### src/hdl/jse_pkg.sv
// Shared types, character codes and lookup functions for the JSON string escape encoder.
`timescale 1ns / 1ps

package jse_pkg;

    // Character codes
    localparam logic [7:0] QUOTE_CHAR     = 8'h22;
    localparam logic [7:0] BACKSLASH_CHAR = 8'h5C;
    localparam logic [7:0] SLASH_CHAR     = 8'h2F;
    localparam logic [7:0] CONTROL_LIMIT  = 8'h20;
    localparam logic [7:0] DELETE_CHAR    = 8'h7F;
    localparam logic [7:0] LETTER_U       = 8'h75;
    localparam logic [7:0] DIGIT_ZERO     = 8'h30;
    localparam logic [7:0] NO_ESCAPE      = 8'h00;

    // Longest expansion of one transaction: quote + six-byte escape + quote
    localparam int MAX_BYTES  = 8;
    localparam int BODY_BYTES = 6;

    typedef logic [3:0] t_count;

    // Expanded byte sequence of one transaction, byte 0 goes out first
    typedef struct packed {
        logic [MAX_BYTES-1:0][7:0] bytes;
        t_count                    count;
    } t_seq;

    // Short escape letter for a byte, NO_ESCAPE if it has none
    function automatic logic [7:0] short_escape(input logic [7:0] b);
        logic [7:0] esc;
        case (b)
            QUOTE_CHAR:     esc = QUOTE_CHAR;
            BACKSLASH_CHAR: esc = BACKSLASH_CHAR;
            SLASH_CHAR:     esc = SLASH_CHAR;
            8'h08:          esc = 8'h62; // b
            8'h0C:          esc = 8'h66; // f
            8'h0A:          esc = 8'h6E; // n
            8'h0D:          esc = 8'h72; // r
            8'h09:          esc = 8'h74; // t
            default:        esc = NO_ESCAPE;
        endcase
        return esc;
    endfunction

    // Lowercase hex digit for a nibble
    function automatic logic [7:0] hex_digit(input logic [3:0] nib);
        logic [7:0] d;
        if (nib < 4'd10) begin
            d = DIGIT_ZERO + {4'h0, nib};
        end else begin
            d = 8'h57 + {4'h0, nib}; // 'a' - 10
        end
        return d;
    endfunction

endpackage

### src/hdl/json_string_escape_encoder_top.sv
// Top level of the JSON string escape encoder.
`timescale 1ns / 1ps

// A transaction (one source byte with optional opening and closing quotes) is taken at a clock
// edge with start high and busy low. It expands into 0 to 8 bytes of JSON text, which come out
// one per cycle on o_out_byte, each marked by o_strobe for exactly one cycle; o_run_last flags
// the final byte of the transaction. The receiver cannot stall, so every strobed byte must be
// taken when shown. The first byte passes through the sequence buffer and then the output
// register. A transaction holds busy while more than one of its bytes is still to leave the
// sequence buffer, so the input rate is set by the output port at one byte per cycle: plain
// bytes flow at one transaction per cycle; a longer run lets the next in with its last byte.

module json_string_escape_encoder_top
    import jse_pkg::*;
(
    input  logic       i_clk,
    input  logic       i_rst_n,
    input  logic       start,
    output logic       busy,
    input  logic [7:0] i_source_byte,
    input  logic       i_byte_present,
    input  logic       i_open_quote,
    input  logic       i_close_quote,
    output logic [7:0] o_out_byte,
    output logic       o_run_last,
    output logic       o_strobe
);

    t_seq seq;
    logic load;

    assign load = start & ~busy;

    jse_expand u_expand (
        .i_source_byte (i_source_byte),
        .i_byte_present(i_byte_present),
        .i_open_quote  (i_open_quote),
        .i_close_quote (i_close_quote),
        .o_seq         (seq)
    );

    jse_serializer u_serializer (
        .i_clk     (i_clk),
        .i_rst_n   (i_rst_n),
        .i_load    (load),
        .i_seq     (seq),
        .o_busy    (busy),
        .o_out_byte(o_out_byte),
        .o_run_last(o_run_last),
        .o_strobe  (o_strobe)
    );

endmodule

### src/hdl/jse_expand.sv
// Combinational expansion of one input transaction into its escaped byte sequence.
`timescale 1ns / 1ps

module jse_expand
    import jse_pkg::*;
(
    input  logic [7:0] i_source_byte,
    input  logic       i_byte_present,
    input  logic       i_open_quote,
    input  logic       i_close_quote,
    output t_seq       o_seq
);

    logic [BODY_BYTES-1:0][7:0] body;
    t_count                     body_len;
    logic [7:0]                 esc;
    t_count                     j;

    assign esc = short_escape(i_source_byte);

    // Escaped form of the source byte alone
    always_comb begin
        body     = '0;
        body_len = 4'd0;
        if (i_byte_present) begin
            if (esc != NO_ESCAPE) begin
                body[0]  = BACKSLASH_CHAR;
                body[1]  = esc;
                body_len = 4'd2;
            end else if (i_source_byte < CONTROL_LIMIT || i_source_byte == DELETE_CHAR) begin
                body[0]  = BACKSLASH_CHAR;
                body[1]  = LETTER_U;
                body[2]  = DIGIT_ZERO;
                body[3]  = DIGIT_ZERO;
                body[4]  = hex_digit(i_source_byte[7:4]);
                body[5]  = hex_digit(i_source_byte[3:0]);
                body_len = 4'd6;
            end else begin
                body[0]  = i_source_byte;
                body_len = 4'd1;
            end
        end
    end

    // Place optional quotes around the body, one independent mux per position
    always_comb begin
        o_seq.bytes = '0;
        j           = '0;
        for (int i = 0; i < MAX_BYTES; i++) begin
            j = 4'(i) - {3'b000, i_open_quote};
            if (i_open_quote && i == 0) begin
                o_seq.bytes[i] = QUOTE_CHAR;
            end else if (j < body_len) begin
                o_seq.bytes[i] = body[j[2:0]];
            end else if (j == body_len && i_close_quote) begin
                o_seq.bytes[i] = QUOTE_CHAR;
            end else begin
                o_seq.bytes[i] = 8'h00;
            end
        end
        o_seq.count = {3'b000, i_open_quote} + body_len + {3'b000, i_close_quote};
    end

endmodule

### src/hdl/jse_serializer.sv
// Sequence buffer and output register: sends one escaped byte per cycle.
`timescale 1ns / 1ps

module jse_serializer
    import jse_pkg::*;
(
    input  logic       i_clk,
    input  logic       i_rst_n,
    input  logic       i_load,
    input  t_seq       i_seq,
    output logic       o_busy,
    output logic [7:0] o_out_byte,
    output logic       o_run_last,
    output logic       o_strobe
);

    logic [MAX_BYTES-1:0][7:0] r_buf, n_buf;
    t_count                    r_cnt, n_cnt;
    logic [7:0]                r_out_byte, n_out_byte;
    logic                      r_run_last, n_run_last;
    logic                      r_strobe, n_strobe;

    // Busy while the buffer still holds more than the byte leaving this cycle
    assign o_busy = (r_cnt > 4'd1);

    // Pop the head byte into the output register, refill on a new transaction
    always_comb begin
        n_buf      = {8'h00, r_buf[MAX_BYTES-1:1]};
        n_cnt      = r_cnt;
        n_out_byte = r_buf[0];
        n_run_last = (r_cnt == 4'd1);
        n_strobe   = (r_cnt != 4'd0);
        if (r_cnt != 4'd0) begin
            n_cnt = r_cnt - 4'd1;
        end
        if (i_load) begin
            n_buf = i_seq.bytes;
            n_cnt = i_seq.count;
        end
    end

    // Control state
    always_ff @(posedge i_clk) begin
        if (!i_rst_n) begin
            r_cnt    <= '0;
            r_strobe <= 1'b0;
        end else begin
            r_cnt    <= n_cnt;
            r_strobe <= n_strobe;
        end
    end

    // Payload
    always_ff @(posedge i_clk) begin
        r_buf      <= n_buf;
        r_out_byte <= n_out_byte;
        r_run_last <= n_run_last;
    end

    assign o_out_byte = r_out_byte;
    assign o_run_last = r_run_last & r_strobe;
    assign o_strobe   = r_strobe;

endmodule

### config.mk
export PLATFORM = sky130hd
export DESIGN_NAME = json_string_escape_encoder_top
export DESIGN_NICKNAME = d
export VERILOG_FILES = /design/src/hdl/jse_pkg.sv /design/src/hdl/json_string_escape_encoder_top.sv /design/src/hdl/jse_expand.sv /design/src/hdl/jse_serializer.sv
export SDC_FILE = /design/constraint.sdc
export NUM_CORES = 1
export LEC_CHECK = 0
export ABC_CLOCK_PERIOD_IN_PS = 3800
export BUFFER_PORTS_ARGS = -buffer_cell sky130_fd_sc_hd__buf_2
export CORE_ASPECT_RATIO = 1.75
export CORE_MARGIN = 2
export CORE_UTILIZATION = 46
export CTS_CLUSTER_DIAMETER = 40
export DETAILED_ROUTE_END_ITERATION = 7
export PLACE_DENSITY = 0.66
export SYNTH_ARGS = -nofsm -noshare
export SYNTH_HDL_FRONTEND = slang
export SYNTH_SLANG_ARGS = --single-unit
### constraint.sdc
create_clock -name i_clk -period 3.8 [get_ports i_clk]
set_input_delay 0.76 -clock i_clk [delete_from_list [all_inputs] [get_ports i_clk]]
set_output_delay 0.76 -clock i_clk [all_outputs]
set_load 0.02 [all_outputs]
==> results.yml <==
final_layout:
  fin_cells: 467
  multi_input_area_um2: 1520
  final_common_cell: "dfxtp_1"
  drive_gt1_share_pct: 13.5
  seqCellArea_um2: 1380
  syn_to_final_growth_pct: 15.8
  nNetsFinal: 412
  design_area_um2: 3540
  fillers: 623
  diodes: 0
  final_cell_mix: "dfxtp_1, nand2_1, o21ai_0, nor2_1, buf_2"
yosys:
  synth_ff_type: "dfxtp_1"
  ys_warn_count: 0
  netlist_instances: 354
  yosys-top-cells-area: "dfxtp_1, ha_1, nand2_1"
  yosys.area.top_type: "dfxtp_1"
  netlist_area_um2: 3060
  synth-edff-count: 0
  synth_cell_types: 52
  async_flop_share_pct: 0
  syn_nets: 386
  synth_top_area_share_pct: 45.2
  ys_seq_elements: 69
  syn_area_per_cell_um2: 8.64
  synth-seq-area-share_pct: 45.2
detailed_routing:
  drc: 0
  drtPass1Iterations: 4
  drt_iter0_drc: 117
  num_vias: 2537
  drt-total-wl_um: 7440
  viasPerCell: 5.43
  ant_nets: 0
  wire_per_inst_um: 15.9
critical_path:
  cp.required_ns: 4.08
  critical_path_class: "in2reg"
  crit_arrival_ns: 3.61
  cp_max_fo: 9
  cp-end-kind: "flop"
  r2r_slack_ns: 1.41
  start_kind: "input pin"
timing:
  fin_worst_skew_ns: 0.00482
  maxSlewHeadroom_pct: 48.2
  timing.fmax_mhz: 300
  tightest_slew_ns: 0.771
  period_share_pct: 87.6
  drv_slew: 0
  timing.final.crit_period_ns: 3.33
  tns_ns: 0
  layout_setup_ws_ns: 0.472
  finalHoldViolCount: 0
  rsz0062_at_grt: "false"
  setup_viol: 0
power:
  intPower_mw: 1.55
  peakVddDrop_mv: 0.329
  power_mw: 2.27
  pwr-share-comb_pct: 25.3
  clkPwrFrac_pct: 33.7
  p_per_area_nw_per_um2: 641
  p_sw_mw: 0.717
  p_sw_share_pct: 31.6
  p_leak_nw: 1.54
  seqPwrFrac_pct: 41.0
die:
  die_w_um: 65.6
  die-height_um: 112
  core_region_area_um2: 6490
  die_area_um2: 7340
  start_util_pct: 47.1
  top_level_ports: 25
  rows: 39
grt:
  grt.total_usage_pct: 22.1
  antenna_found_initial: 0
  grt_max_degree: 66
  overflow: 0
  first_global_vias: 2476
  grt_pass1_wl_um: 12000
clock_tree:
  clock-root-buffer: "clkbuf_16"
  holdBufCountCts: 0
  ctsResizeCount: 0
  clk_pin_slew_worst_paths_ns: 0.05
  cts_buffer_depth: 2
  h-tree-depth: 3
  post_cts_buffers: 0
  cts_tree: "built"
  clk_latency_ns: 0.33
  numCtsBuffers: 9
  numClockSinks: 69
placement:
  hpwl_um: 5520
  port_buffers: 24
  dp.cells: 451
  placed_area_um2: 3260
  pre_cts_ws_ns: 0.177
  finalWeightedCongestion: 0.946
flow_run:
  maxCapViolations: 0
worst_hold_path:
  hp-class: "reg2reg"
outcome:
  status: "finished clean"
==> power groups by stage <==
stage	clock, mW	combinational, mW	sequential [mW]
floorplan	0	0.375	0.988
CTS	0.784	0.578	0.933
finish	0.765	0.574	0.932
detailed placement	0	0.575	0.948
global placement	0	0.570	0.945
global route	0.805	0.652	0.947
==> cells by family after synthesis <==
kind of cell	share of synthesized area (%)
DFF	45.2
buffers and inverters	5.28
xor gates and xnor gates	1.43
and+or+nand+nor	19.3
adders and majority gates	7.61
AOI/OAI and AO/OA	20.8
muxes	0.327
other	0.123
==> registers in the layout, indices dropped and copies added (netlist names) <==
signal and count:
u_serializer.r_buf 47, u_serializer.n_out_byte 8, u_serializer.o_out_byte 8, u_serializer.r_cnt 4
u_serializer.o_strobe 1, u_serializer.r_run_last 1
==> final cells by class <==
type	count	share of cell area (%)
sequential	69	39.0
clock buffer	12	7.24
clock inverter	4	0.636
multi-input combinational	249	42.8
tap	82	2.90
timing repair buffer	35	5.72
inverter	16	1.70
==> Yosys cell counts (7+ instances only) <==
library cell / count
ha_1: 17
nor3_1: 11
a21oi_1: 19
nor2_1: 30
o31ai_1: 8
clkbuf_1: 13
o21ai_0: 32
nand2_1: 49
dfxtp_1: 69
inv_1: 16
nand3_1: 7
and2_1: 12
==> critical path: stages <==
cell and delay (ns):
buf_2 0.18, inv_1 0.11, ha_1 0.24, and4b_1 0.23, and3_1 0.24, a2111o_1 0.45
nor2_1 0.20, ha_1 0.28, nand2b_1 0.17, nor2_1 0.27, inv_1 0.13, o22ai_1 0.17
o21ai_0 0.09, nand2_1 0.09
==> metal layers <==
metal  track usage (%)  wire (µm)  vias to the layer above
met2              37.9       3890                       70
met1              22.5       2820                     1159
met3              4.55        268                       23
met5                 0          0                        -
li1                  -          -                     1285
met4              16.9        463                        0
==> path summary, 6_finish.rpt <==
kind                                                   end  depth (start not counted)                       start
worst max-delay path                 u_serializer.r_buf[9]                         14            i_source_byte[1]
worst min register to register  u_serializer.o_out_byte[3]                          0  u_serializer.n_out_byte[3]
worst min-delay path            u_serializer.o_out_byte[3]                          0  u_serializer.n_out_byte[3]
worst max register to register      u_serializer.r_buf[49]                          6       u_serializer.r_cnt[0]
==> through the flow <==
stage / util, % / hold WS [ns]
floorplan: - / 0.310
global placement: 50.3 / 0.311
detailed placement: 50.3 / 0.312
CTS: 54.6 / 0.324
global route: 54.6 / 0.330
finish: 54.6 / 0.324
(Power assumes the default switching activity.)
